$ cat config.mk
export PLATFORM = sky130hd
export DESIGN_NAME = frame_motion_detector
export DESIGN_NICKNAME = d
export VERILOG_FILES = /design/src/rtl/core/fmd_pkg.sv /design/src/rtl/core/fmd_cfg_regs.sv /design/src/rtl/core/fmd_pixel_class.sv /design/src/rtl/core/fmd_frame_acc.sv /design/src/rtl/core/frame_motion_detector.sv
export VERILOG_INCLUDE_DIRS = /design/src /design/src/rtl/core
export SDC_FILE = /design/constraint.sdc
export NUM_CORES = 1
export LEC_CHECK = 0
export BUFFER_PORTS_ARGS = -buffer_cell sky130_fd_sc_hd__buf_4
export CELL_PAD_IN_SITES_DETAIL_PLACEMENT = 0
export CELL_PAD_IN_SITES_GLOBAL_PLACEMENT = 2
export CORE_UTILIZATION = 43
export CTS_CLUSTER_SIZE = 14
export DETAILED_ROUTE_END_ITERATION = 10
export PLACE_DENSITY = 0.83
export SYNTH_ARGS = -nofsm -noshare
export SYNTH_HDL_FRONTEND = slang
export SYNTH_SLANG_ARGS = --single-unit
$ cat constraint.sdc
create_clock -name clk -period 26.5 [get_ports clk]
set_input_delay 0 -clock clk [delete_from_list [all_inputs] [get_ports clk]]
set_output_delay 0 -clock clk [all_outputs]
set_load 0.1 [all_outputs]
$ cat src/rtl/core/assert_macros.svh
// ---------------------------------------------------------------------------
// Assertion macros
// Shorthand for clocked implication checks, disabled while in reset.
// ---------------------------------------------------------------------------
`ifndef ASSERT_MACROS_SVH
`define ASSERT_MACROS_SVH

// Same-cycle implication
`define ASSERT_IMP(label, ante, cons, msg) \
  label: assert property (@(posedge clk) disable iff (rst) (ante) |-> (cons)) \
    else $error(msg);

// Next-cycle implication
`define ASSERT_NXT(label, ante, cons, msg) \
  label: assert property (@(posedge clk) disable iff (rst) (ante) |=> (cons)) \
    else $error(msg);

`endif

$ cat src/rtl/core/fmd_pkg.sv
// ---------------------------------------------------------------------------
// fmd_pkg
// Shared types, constants and helpers for the frame motion detector.
// ---------------------------------------------------------------------------
package fmd_pkg;

  localparam int PIX_W      = 8;
  localparam int DIM_W      = 13;
  localparam int THR_W      = 8;
  localparam int TALLY_W    = 25;
  localparam int HOLD_W     = 8;
  localparam int QUIET_W    = 9;
  localparam int COORD_W    = 12;
  localparam int CFG_IDX_W  = 3;
  localparam int CFG_DATA_W = 25;
  localparam int DIM_CALC_W = 14;  // holds any MAX_DIM up to 8192
  localparam int GRAY_SUM_W = 22;
  localparam int GRAY_SHIFT = 14;

  localparam int MAX_DIM_DEFAULT = 4096;

  localparam logic [DIM_W-1:0]   FRAME_WIDTH_RST    = DIM_W'(640);
  localparam logic [DIM_W-1:0]   FRAME_HEIGHT_RST   = DIM_W'(480);
  localparam logic [THR_W-1:0]   DIFF_THRESHOLD_RST = THR_W'(35);
  localparam logic [TALLY_W-1:0] MIN_PIXELS_RST     = TALLY_W'(50);
  localparam logic [HOLD_W-1:0]  HOLD_FRAMES_RST    = HOLD_W'(40);

  localparam logic [COORD_W-1:0] COORD_EMPTY_MIN = {COORD_W{1'b1}};
  localparam logic [TALLY_W-1:0] TALLY_MAX       = {TALLY_W{1'b1}};

  localparam logic [GRAY_SUM_W-1:0] W_BLUE   = GRAY_SUM_W'(1868);
  localparam logic [GRAY_SUM_W-1:0] W_GREEN  = GRAY_SUM_W'(9617);
  localparam logic [GRAY_SUM_W-1:0] W_RED    = GRAY_SUM_W'(4899);
  localparam logic [GRAY_SUM_W-1:0] GRAY_RND = GRAY_SUM_W'(8192);

  typedef enum logic [CFG_IDX_W-1:0] {
    REG_FRAME_WIDTH    = 3'd0,
    REG_FRAME_HEIGHT   = 3'd1,
    REG_DIFF_THRESHOLD = 3'd2,
    REG_MIN_PIXELS     = 3'd3,
    REG_HOLD_FRAMES    = 3'd4
  } reg_idx_t;

  typedef struct packed {
    logic [DIM_W-1:0]   frame_width;
    logic [DIM_W-1:0]   frame_height;
    logic [THR_W-1:0]   diff_threshold;
    logic [TALLY_W-1:0] min_pixels;
    logic [HOLD_W-1:0]  hold_frames;
  } cfg_t;

  typedef struct packed {
    logic valid;
    logic moving;
  } pix_class_t;

  typedef struct packed {
    logic               alarm;
    logic [TALLY_W-1:0] moving_count;
    logic [COORD_W-1:0] box_min_x;
    logic [COORD_W-1:0] box_min_y;
    logic [COORD_W-1:0] box_max_x;
    logic [COORD_W-1:0] box_max_y;
    logic               active;
    logic               episode_start;
    logic               episode_end;
  } result_t;

  function automatic logic [PIX_W-1:0] abs_diff8(input logic [PIX_W-1:0] a,
                                                 input logic [PIX_W-1:0] b);
    abs_diff8 = (a > b) ? (a - b) : (b - a);
  endfunction

  function automatic logic [PIX_W-1:0] gray_level(input logic [PIX_W-1:0] db,
                                                  input logic [PIX_W-1:0] dg,
                                                  input logic [PIX_W-1:0] dr);
    logic [GRAY_SUM_W-1:0] sum;
    sum = W_BLUE * GRAY_SUM_W'(db) + W_GREEN * GRAY_SUM_W'(dg)
        + W_RED * GRAY_SUM_W'(dr) + GRAY_RND;
    gray_level = sum[GRAY_SHIFT +: PIX_W];
  endfunction

endpackage

$ cat src/rtl/core/fmd_cfg_regs.sv
// ---------------------------------------------------------------------------
// fmd_cfg_regs
// Configuration register file, written through a simple indexed write port.
// ---------------------------------------------------------------------------
module fmd_cfg_regs (
  input  logic                             clk,
  input  logic                             rst,
  input  logic                             cfg_write,
  input  logic [fmd_pkg::CFG_IDX_W-1:0]    cfg_index,
  input  logic [fmd_pkg::CFG_DATA_W-1:0]   cfg_data,
  output fmd_pkg::cfg_t                    cfg
);

  always_ff @(posedge clk) begin
    if (rst) begin
      cfg.frame_width    <= fmd_pkg::FRAME_WIDTH_RST;
      cfg.frame_height   <= fmd_pkg::FRAME_HEIGHT_RST;
      cfg.diff_threshold <= fmd_pkg::DIFF_THRESHOLD_RST;
      cfg.min_pixels     <= fmd_pkg::MIN_PIXELS_RST;
      cfg.hold_frames    <= fmd_pkg::HOLD_FRAMES_RST;
    end else if (cfg_write) begin
      case (fmd_pkg::reg_idx_t'(cfg_index))
        fmd_pkg::REG_FRAME_WIDTH:    cfg.frame_width    <= cfg_data[fmd_pkg::DIM_W-1:0];
        fmd_pkg::REG_FRAME_HEIGHT:   cfg.frame_height   <= cfg_data[fmd_pkg::DIM_W-1:0];
        fmd_pkg::REG_DIFF_THRESHOLD: cfg.diff_threshold <= cfg_data[fmd_pkg::THR_W-1:0];
        fmd_pkg::REG_MIN_PIXELS:     cfg.min_pixels     <= cfg_data[fmd_pkg::TALLY_W-1:0];
        fmd_pkg::REG_HOLD_FRAMES:    cfg.hold_frames    <= cfg_data[fmd_pkg::HOLD_W-1:0];
        default: ;  // unknown index, write dropped
      endcase
    end
  end

endmodule

$ cat src/rtl/core/fmd_pixel_class.sv
// ---------------------------------------------------------------------------
// fmd_pixel_class
// Two-stage pixel classifier: input register, then gray difference and
// threshold into a registered moving flag.
// ---------------------------------------------------------------------------
module fmd_pixel_class (
  input  logic                         clk,
  input  logic                         rst,
  input  logic                         in_valid,
  output logic                         in_ready,
  input  logic [fmd_pkg::PIX_W-1:0]    cur_blue,
  input  logic [fmd_pkg::PIX_W-1:0]    cur_green,
  input  logic [fmd_pkg::PIX_W-1:0]    cur_red,
  input  logic [fmd_pkg::PIX_W-1:0]    bkg_blue,
  input  logic [fmd_pkg::PIX_W-1:0]    bkg_green,
  input  logic [fmd_pkg::PIX_W-1:0]    bkg_red,
  input  logic [fmd_pkg::THR_W-1:0]    diff_threshold,
  input  logic                         acc_ready,
  output fmd_pkg::pix_class_t          cls
);

  logic                      pix_valid;
  logic [fmd_pkg::PIX_W-1:0] cb, cg, cr, bb, bg, br;
  logic                      pix_ready;
  logic                      cls_ready;
  logic [fmd_pkg::PIX_W-1:0] gray;

  assign cls_ready = !cls.valid || acc_ready;
  assign pix_ready = !pix_valid || cls_ready;
  assign in_ready  = pix_ready;

  assign gray = fmd_pkg::gray_level(fmd_pkg::abs_diff8(cb, bb),
                                    fmd_pkg::abs_diff8(cg, bg),
                                    fmd_pkg::abs_diff8(cr, br));

  always_ff @(posedge clk) begin
    if (rst) begin
      pix_valid <= 1'b0;
    end else if (pix_ready) begin
      pix_valid <= in_valid;
    end
  end

  always_ff @(posedge clk) begin
    if (pix_ready && in_valid) begin
      cb <= cur_blue;
      cg <= cur_green;
      cr <= cur_red;
      bb <= bkg_blue;
      bg <= bkg_green;
      br <= bkg_red;
    end
  end

  always_ff @(posedge clk) begin
    if (rst) begin
      cls.valid <= 1'b0;
    end else if (cls_ready) begin
      cls.valid <= pix_valid;
    end
    if (cls_ready && pix_valid) begin
      cls.moving <= (gray > diff_threshold);
    end
  end

endmodule

$ cat src/rtl/core/fmd_frame_acc.sv
// ---------------------------------------------------------------------------
// fmd_frame_acc
// Raster position, moving tally, bounding box, episode tracker and the
// per-frame result register.
// ---------------------------------------------------------------------------
module fmd_frame_acc #(
  parameter int MAX_DIM = fmd_pkg::MAX_DIM_DEFAULT
) (
  input  logic                 clk,
  input  logic                 rst,
  input  fmd_pkg::cfg_t        cfg,
  input  fmd_pkg::pix_class_t  cls,
  output logic                 acc_ready,
  output logic                 out_valid,
  input  logic                 out_ready,
  output fmd_pkg::result_t     res
);

  localparam int CW = $clog2(MAX_DIM);
  localparam int DW = CW + 1;
  localparam int EW = (CW > fmd_pkg::COORD_W) ? CW : fmd_pkg::COORD_W;
  localparam logic [fmd_pkg::DIM_CALC_W-1:0] MAX_EXT = fmd_pkg::DIM_CALC_W'(MAX_DIM);
  localparam logic [EW-1:0] EDGE_EMPTY_MIN = EW'(fmd_pkg::COORD_EMPTY_MIN);

  logic [CW-1:0]               column, row;
  logic [fmd_pkg::TALLY_W-1:0] pixel_tally;
  logic [EW-1:0]               left_edge, top_edge, right_edge, bottom_edge;
  logic                        movement_active;
  logic [fmd_pkg::QUIET_W-1:0] quiet_frames;

  logic [CW-1:0]               column_next, row_next;
  logic [fmd_pkg::TALLY_W-1:0] tally_next;
  logic [EW-1:0]               left_next, top_next, right_next, bottom_next;
  logic                        active_next;
  logic [fmd_pkg::QUIET_W-1:0] quiet_next;
  logic                        alarm, start_pulse, end_pulse;

  logic [DW-1:0] width_c, height_c;
  logic          col_last, row_last, frame_end, fire;
  logic [EW-1:0] col_e, row_e;

  function automatic logic [DW-1:0] clamp_dim(input logic [fmd_pkg::DIM_W-1:0] v);
    logic [fmd_pkg::DIM_CALC_W-1:0] ve;
    logic [fmd_pkg::DIM_CALC_W-1:0] vc;
    ve = fmd_pkg::DIM_CALC_W'(v);
    if (ve == '0) begin
      vc = fmd_pkg::DIM_CALC_W'(1);
    end else if (ve > MAX_EXT) begin
      vc = MAX_EXT;
    end else begin
      vc = ve;
    end
    clamp_dim = vc[DW-1:0];
  endfunction

  assign width_c  = clamp_dim(cfg.frame_width);
  assign height_c = clamp_dim(cfg.frame_height);

  // a position at or past the limit counts as the last one
  assign col_last  = ((DW'(column) + DW'(1)) >= width_c);
  assign row_last  = ((DW'(row) + DW'(1)) >= height_c);
  assign frame_end = col_last && row_last;

  assign acc_ready = !frame_end || !out_valid || out_ready;
  assign fire      = cls.valid && acc_ready;

  assign col_e = EW'(column);
  assign row_e = EW'(row);

  always_comb begin
    tally_next  = pixel_tally;
    left_next   = left_edge;
    right_next  = right_edge;
    top_next    = top_edge;
    bottom_next = bottom_edge;
    if (cls.moving) begin
      if (pixel_tally != fmd_pkg::TALLY_MAX) tally_next = pixel_tally + fmd_pkg::TALLY_W'(1);
      if (col_e < left_edge)   left_next   = col_e;
      if (col_e > right_edge)  right_next  = col_e;
      if (row_e < top_edge)    top_next    = row_e;
      if (row_e > bottom_edge) bottom_next = row_e;
    end

    column_next = col_last ? '0 : CW'(DW'(column) + DW'(1));
    row_next    = row;
    if (col_last) row_next = row_last ? '0 : CW'(DW'(row) + DW'(1));

    alarm       = (tally_next > cfg.min_pixels);
    active_next = movement_active;
    quiet_next  = quiet_frames;
    start_pulse = 1'b0;
    end_pulse   = 1'b0;
    if (alarm) begin
      if (!movement_active) begin
        active_next = 1'b1;
        start_pulse = 1'b1;
      end
      quiet_next = '0;
    end else if (movement_active) begin
      if (quiet_frames > fmd_pkg::QUIET_W'(cfg.hold_frames)) begin
        active_next = 1'b0;
        end_pulse   = 1'b1;
      end else begin
        quiet_next = quiet_frames + fmd_pkg::QUIET_W'(1);
      end
    end
  end

  always_ff @(posedge clk) begin
    if (rst) begin
      column          <= '0;
      row             <= '0;
      pixel_tally     <= '0;
      left_edge       <= EDGE_EMPTY_MIN;
      top_edge        <= EDGE_EMPTY_MIN;
      right_edge      <= '0;
      bottom_edge     <= '0;
      movement_active <= 1'b0;
      quiet_frames    <= '0;
    end else if (fire) begin
      column <= column_next;
      row    <= row_next;
      if (frame_end) begin
        pixel_tally     <= '0;
        left_edge       <= EDGE_EMPTY_MIN;
        top_edge        <= EDGE_EMPTY_MIN;
        right_edge      <= '0;
        bottom_edge     <= '0;
        movement_active <= active_next;
        quiet_frames    <= quiet_next;
      end else begin
        pixel_tally <= tally_next;
        left_edge   <= left_next;
        top_edge    <= top_next;
        right_edge  <= right_next;
        bottom_edge <= bottom_next;
      end
    end
  end

  always_ff @(posedge clk) begin
    if (rst) begin
      out_valid <= 1'b0;
    end else if (fire && frame_end) begin
      out_valid <= 1'b1;
    end else if (out_ready) begin
      out_valid <= 1'b0;
    end
  end

  always_ff @(posedge clk) begin
    if (fire && frame_end) begin
      res.alarm         <= alarm;
      res.moving_count  <= tally_next;
      res.box_min_x     <= left_next[fmd_pkg::COORD_W-1:0];
      res.box_min_y     <= top_next[fmd_pkg::COORD_W-1:0];
      res.box_max_x     <= right_next[fmd_pkg::COORD_W-1:0];
      res.box_max_y     <= bottom_next[fmd_pkg::COORD_W-1:0];
      res.active        <= active_next;
      res.episode_start <= start_pulse;
      res.episode_end   <= end_pulse;
    end
  end

endmodule

$ cat src/rtl/core/frame_motion_detector.sv
// ---------------------------------------------------------------------------
// frame_motion_detector
// Background-subtraction motion detector with bounding box and episode
// tracking; one result item per frame.
// ---------------------------------------------------------------------------
// Usage:
//   Input channel (in_valid/in_ready) takes one item per pixel, current and
//   background BGR, in raster order. One pixel per cycle while in_ready is high.
//   Output channel (out_valid/out_ready) gives one item after the last pixel
//   of each frame: alarm, moving count, box and episode flags.
//   The frame's last pixel passes the input, classifier and result registers
//   before the result appears. Throughput: 1 pixel per cycle when
//   not stalled; three-register pipeline (input, classifier, accumulator/result).
//   The user is to write configuration (cfg_write/cfg_index/cfg_data) between items
//   while the block is idle (not enforced). Frame size changes act on the next pixel.
//   Reset: pipeline empty, raster position at the frame start, box empty,
//   no episode, registers at their default values.
//   Stall: while an unread result waits, pixels keep flowing until the next
//   frame's last pixel reaches the accumulator; in_ready then drops until
//   the result is taken.
// ---------------------------------------------------------------------------
`include "assert_macros.svh"

module frame_motion_detector #(
  parameter int MAX_DIM = fmd_pkg::MAX_DIM_DEFAULT
) (
  input  logic                             clk,
  input  logic                             rst,
  input  logic                             in_valid,
  output logic                             in_ready,
  input  logic [fmd_pkg::PIX_W-1:0]        cur_blue,
  input  logic [fmd_pkg::PIX_W-1:0]        cur_green,
  input  logic [fmd_pkg::PIX_W-1:0]        cur_red,
  input  logic [fmd_pkg::PIX_W-1:0]        bkg_blue,
  input  logic [fmd_pkg::PIX_W-1:0]        bkg_green,
  input  logic [fmd_pkg::PIX_W-1:0]        bkg_red,
  output logic                             out_valid,
  input  logic                             out_ready,
  output logic                             alarm,
  output logic [fmd_pkg::TALLY_W-1:0]      moving_count,
  output logic [fmd_pkg::COORD_W-1:0]      box_min_x,
  output logic [fmd_pkg::COORD_W-1:0]      box_min_y,
  output logic [fmd_pkg::COORD_W-1:0]      box_max_x,
  output logic [fmd_pkg::COORD_W-1:0]      box_max_y,
  output logic                             active,
  output logic                             episode_start,
  output logic                             episode_end,
  input  logic                             cfg_write,
  input  logic [fmd_pkg::CFG_IDX_W-1:0]    cfg_index,
  input  logic [fmd_pkg::CFG_DATA_W-1:0]   cfg_data
);

  fmd_pkg::cfg_t       cfg;
  fmd_pkg::pix_class_t cls;
  fmd_pkg::result_t    res;
  logic                acc_ready;

  fmd_cfg_regs u_cfg (
    .clk       (clk),
    .rst       (rst),
    .cfg_write (cfg_write),
    .cfg_index (cfg_index),
    .cfg_data  (cfg_data),
    .cfg       (cfg)
  );

  fmd_pixel_class u_class (
    .clk            (clk),
    .rst            (rst),
    .in_valid       (in_valid),
    .in_ready       (in_ready),
    .cur_blue       (cur_blue),
    .cur_green      (cur_green),
    .cur_red        (cur_red),
    .bkg_blue       (bkg_blue),
    .bkg_green      (bkg_green),
    .bkg_red        (bkg_red),
    .diff_threshold (cfg.diff_threshold),
    .acc_ready      (acc_ready),
    .cls            (cls)
  );

  fmd_frame_acc #(
    .MAX_DIM (MAX_DIM)
  ) u_acc (
    .clk       (clk),
    .rst       (rst),
    .cfg       (cfg),
    .cls       (cls),
    .acc_ready (acc_ready),
    .out_valid (out_valid),
    .out_ready (out_ready),
    .res       (res)
  );

  assign alarm         = res.alarm;
  assign moving_count  = res.moving_count;
  assign box_min_x     = res.box_min_x;
  assign box_min_y     = res.box_min_y;
  assign box_max_x     = res.box_max_x;
  assign box_max_y     = res.box_max_y;
  assign active        = res.active;
  assign episode_start = res.episode_start;
  assign episode_end   = res.episode_end;

  // empty frame must report the empty box
  `ASSERT_IMP(a_empty_box, out_valid && moving_count == '0,
    box_min_x == fmd_pkg::COORD_EMPTY_MIN && box_min_y == fmd_pkg::COORD_EMPTY_MIN &&
    box_max_x == '0 && box_max_y == '0, "empty frame with non-empty box")
  `ASSERT_IMP(a_start_state, out_valid && episode_start,
    active && alarm && !episode_end, "episode start without alarm or active")
  `ASSERT_IMP(a_end_state, out_valid && episode_end,
    !active && !alarm, "episode end while active or alarmed")
  // input only backs up behind an unread result
  `ASSERT_IMP(a_stall_cause, !in_ready, out_valid && !out_ready,
    "input stalled without output back-pressure")

endmodule

==> summary.md <==
| Metric | Value |
|---|---|
| WP data required | `26.81 ns` |
| Number of global-route vias before repair | `16500` |
| Antenna Cells | `0` |
| CTS tree | `done` |
| Area Growth Syn to Fin | `18.4%` |
| Fillers | `4541` |
| CTS buffer count | `37` |
| Status | `completed` |
| GPL Wtd Cong | `0.847` |
| # DRC | `0` |
| WL final | `52600 µm` |
| Antenna Nets Post-Route | `0` |
| Number of flops mapped to enable cells by yosys | `126` |
| Row cnt | `81` |
| H-tree levels | `2` |
| Root buf cell | `clkbuf_16` |
| Remaining Overflow, GRT | `0` |
| Clock Latency Late Sink | `0.55 ns` |
| Top-level I/O count | `160` |
| Critical Path Source Type | `flip-flop` |
| Mapped Nets | `2705` |
| Worst Path Max Fanout | `8` |
| Mux contribution to synthesized area | `3.64%` |
| Fraction of the mapped netlist area in adder cells | `26.1%` |
| Tcrit/Tclk final | `41.2%` |
| Via/cell ratio | `5.14` |
| Hold slack | `0.177 ns` |
| DRT iter0 DRCs | `648` |
| Crit path DAT | `11.22 ns` |
| Post_cts resized | `0` |
| Area of the multi-input gates | `0.0125 mm²` |
| Crit Path Class | `flip-flop to flip-flop` |
| RSZ-0062 raised after global routing | `no` |
| Core area | `0.0492 mm²` |
| Crit end category | `flip-flop` |
| Initial antenna violation count | `0` |
| Post-DP HPWL | `39800 µm` |
| Yosys warns | `0` |
| Number of port buffers | `159` |
| Yosys reg bits | `303` |
| Count of unique library cells instantiated by Yosys | `74` |
| Die Y | `226 µm` |
| Drt pass-1 iters | `5` |
| Vias post-DR | `16200` |
| Post-synth top area share | `17.6%` |
| Fin Setup TNS | `0 ns` |
| Area leader, netlist | `edfxtp_1` |
| Tightest Pin Transition | `1.08 ns` |
| Fin nets | `2937` |
| Max-cap violations | `0` |
| Max Fclk | `91.6 MHz` |
| DIE AREA | `0.0509 mm²` |
| Sequential area share after synthesis | `34.1%` |
| Main flop type after synthesis | `dfxtp_1` |
| Final hold violation count | `0` |
| Syn avg cell area | `9.63 µm²` |
| Post-synthesis async set-or-reset flop share | `0%` |
| Slew HR | `27.7%` |
| Die X | `226 µm` |
| Gr usage total | `21.1%` |
| DR WL/cell | `16.7 µm` |
| Crit-path max cell delay | `0.67 ns` |
| CP max stage cell | `xnor2_1` |
| Max clock buf depth | `3` |
| Fin cells | `3155` |
| Storage cell area | `0.00733 mm²` |
| Final Skew | `0.0254 ns` |
| Syn Inst Count | `2231` |
| Clk pin slew, worst setup/hold paths | `0.06 ns` |
| Main combinational cell family by area after synthesis | `adder cells` |
| Largest net degree at the start of global routing | `59` |
| Setup violators final | `0` |
| Ranking of synthesized cells by area | `edfxtp_1 18%, ha_1 18%, dfxtp_1 16%` |
| First-pass GRT wire length | `85300 µm` |
| Starting Density | `43.7%` |
| CTS Sinks | `303` |
| Layout cells sized above 1 | `12.6%` |
| Post-route minimum period | `10.91 ns` |
| Hold crit path type | `primary input to flip-flop` |
| Xor and xnor fraction of the mapped netlist area | `3.76%` |
| Compound-cell area share of the yosys netlist | `12.8%` |
| Simple-gate portion of the synthesized area | `12.0%` |
| Max Slew Vio Count | `0` |
| Mapped cell area | `0.0215 mm²` |
| Inst Count DP | `3003` |
## sequential cells by signal (all words and copies together), names as in the netlist
name / count
u_class.cb: 8
u_class.br: 8
u_class.cr: 8
u_class.pix_valid: 1
u_acc.left_edge: 12
u_class.cg: 8
u_acc.res: 77
u_acc.pixel_tally: 25
u_acc.right_edge: 12
u_class.cls: 2
u_acc.top_edge: 12
u_class.bb: 8
u_acc.col_e: 12
u_acc.row: 12
u_acc.quiet_frames: 9
u_class.bg: 8
u_acc.movement_active: 1
u_acc.bottom_edge: 12
u_acc.out_valid: 1
u_cfg.cfg: 67
## worst max-delay path, delay by kind of cell, from the launching register on
family | cells | cell delay, ns
and+or+nand+nor | 3 | 0.36
AOI/OAI and AO/OA | 17 | 3.30
xor gates and xnor gates | 4 | 1.23
muxes | 1 | 0.19
buffers and inverters | 7 | 0.36
DFF | 1 | 0.38
adders and majority gates | 13 | 4.87
## cell usage after synthesis, types with 21 or more instances
library cell,number
inv_1,357
ha_1,302
nand2_1,234
dfxtp_1,177
a21oi_1,157
edfxtp_1,126
fa_1,91
nor2_1,60
mux2_2,57
nand3_1,52
xor2_1,47
xnor2_1,42
o21ai_0,41
a21o_1,30
clkbuf_1,28
a22o_1,27
and3_1,27
nor3_1,27
nand4_1,26
a2bb2oi_1,25
o211ai_1,24
buf_2,23
o21a_1,23
nor2b_1,22
nand2b_1,21
## what timing repair did
item / CTS / global route
buffers inserted: 0 / 0
endpoints found under the hold margin: 128 / 0
hold buffers: 85 / 0
## cell type report
type                       count  area share [%]
tap                          664            3.27
clock buffer                  50            4.12
inverter                     357            5.27
sequential                   303            28.8
multi-input combinational   1504            49.3
timing repair buffer         260            8.51
clock inverter                17           0.757
## path summary, 6_finish.rpt
kind | endpoint | cells past startpoint | slack (ns) | start
worst min-delay path | u_class.bg[5] | 2 | 0.18 | bkg_green[5]
worst min register to register | u_cfg.cfg[40] | 2 | 0.45 | u_cfg.cfg[40]
worst max-delay path | u_class.cls[0] | 45 | 15.59 | u_class.cb[0]
worst max register to register | u_class.cls[0] | 45 | 15.59 | u_class.cb[0]
## metal layers
metal / share of wire (%) / GRT usage (%)
met4: 1.8 / 5.20
met5: 0 / 0
met1: 46 / 27.5
met2: 50 / 37.0
met3: 3.1 / 2.69
## layout by cell type, fill, tap and decap left out, drive strengths merged, types with 14 or more instances in the layout
master | Yosys | final
ha | 302 | 302
buf | 37 | 175
a2bb2oi | 25 | 25
nor3 | 27 | 27
mux2i | 14 | 14
xnor2 | 43 | 43
xor2 | 47 | 47
a21o | 30 | 30
nand4 | 26 | 26
nand2 | 236 | 236
nor2 | 61 | 61
a31oi | 18 | 18
mux2 | 57 | 57
dlygate4sd3 | 0 | 85
o211ai | 24 | 24
and3 | 27 | 27
inv | 357 | 357
fa | 91 | 91
dfxtp | 177 | 177
nand3 | 52 | 52
o21ai | 44 | 44
nand2b | 21 | 21
a22o | 27 | 27
o21a | 23 | 23
edfxtp | 126 | 126
nor2b | 22 | 22
clkbuf | 30 | 50
a21oi | 157 | 157
## logic make-up after synthesis
kind of cell	after synthesis
flops	303
compound gates	415
buf+inv	424
simple gates	535
mux	71
fa+ha+maj	393
xor+xnor	90
## metrics by stage
step | setup WS, ns | util, % | area, µm²
after detailed placement | 15.52 | 47.5 | 23400
after global placement | 15.51 | 47.5 | 23400
final | 15.59 | 51.8 | 25400
after CTS | 15.47 | 51.8 | 25400
after global routing | 14.75 | 51.8 | 25400
after floorplan | 16.69 | - | 21500
Power is not shown: default switching activity piles up to over one toggle a cycle in this logic, so the estimate is an artifact.
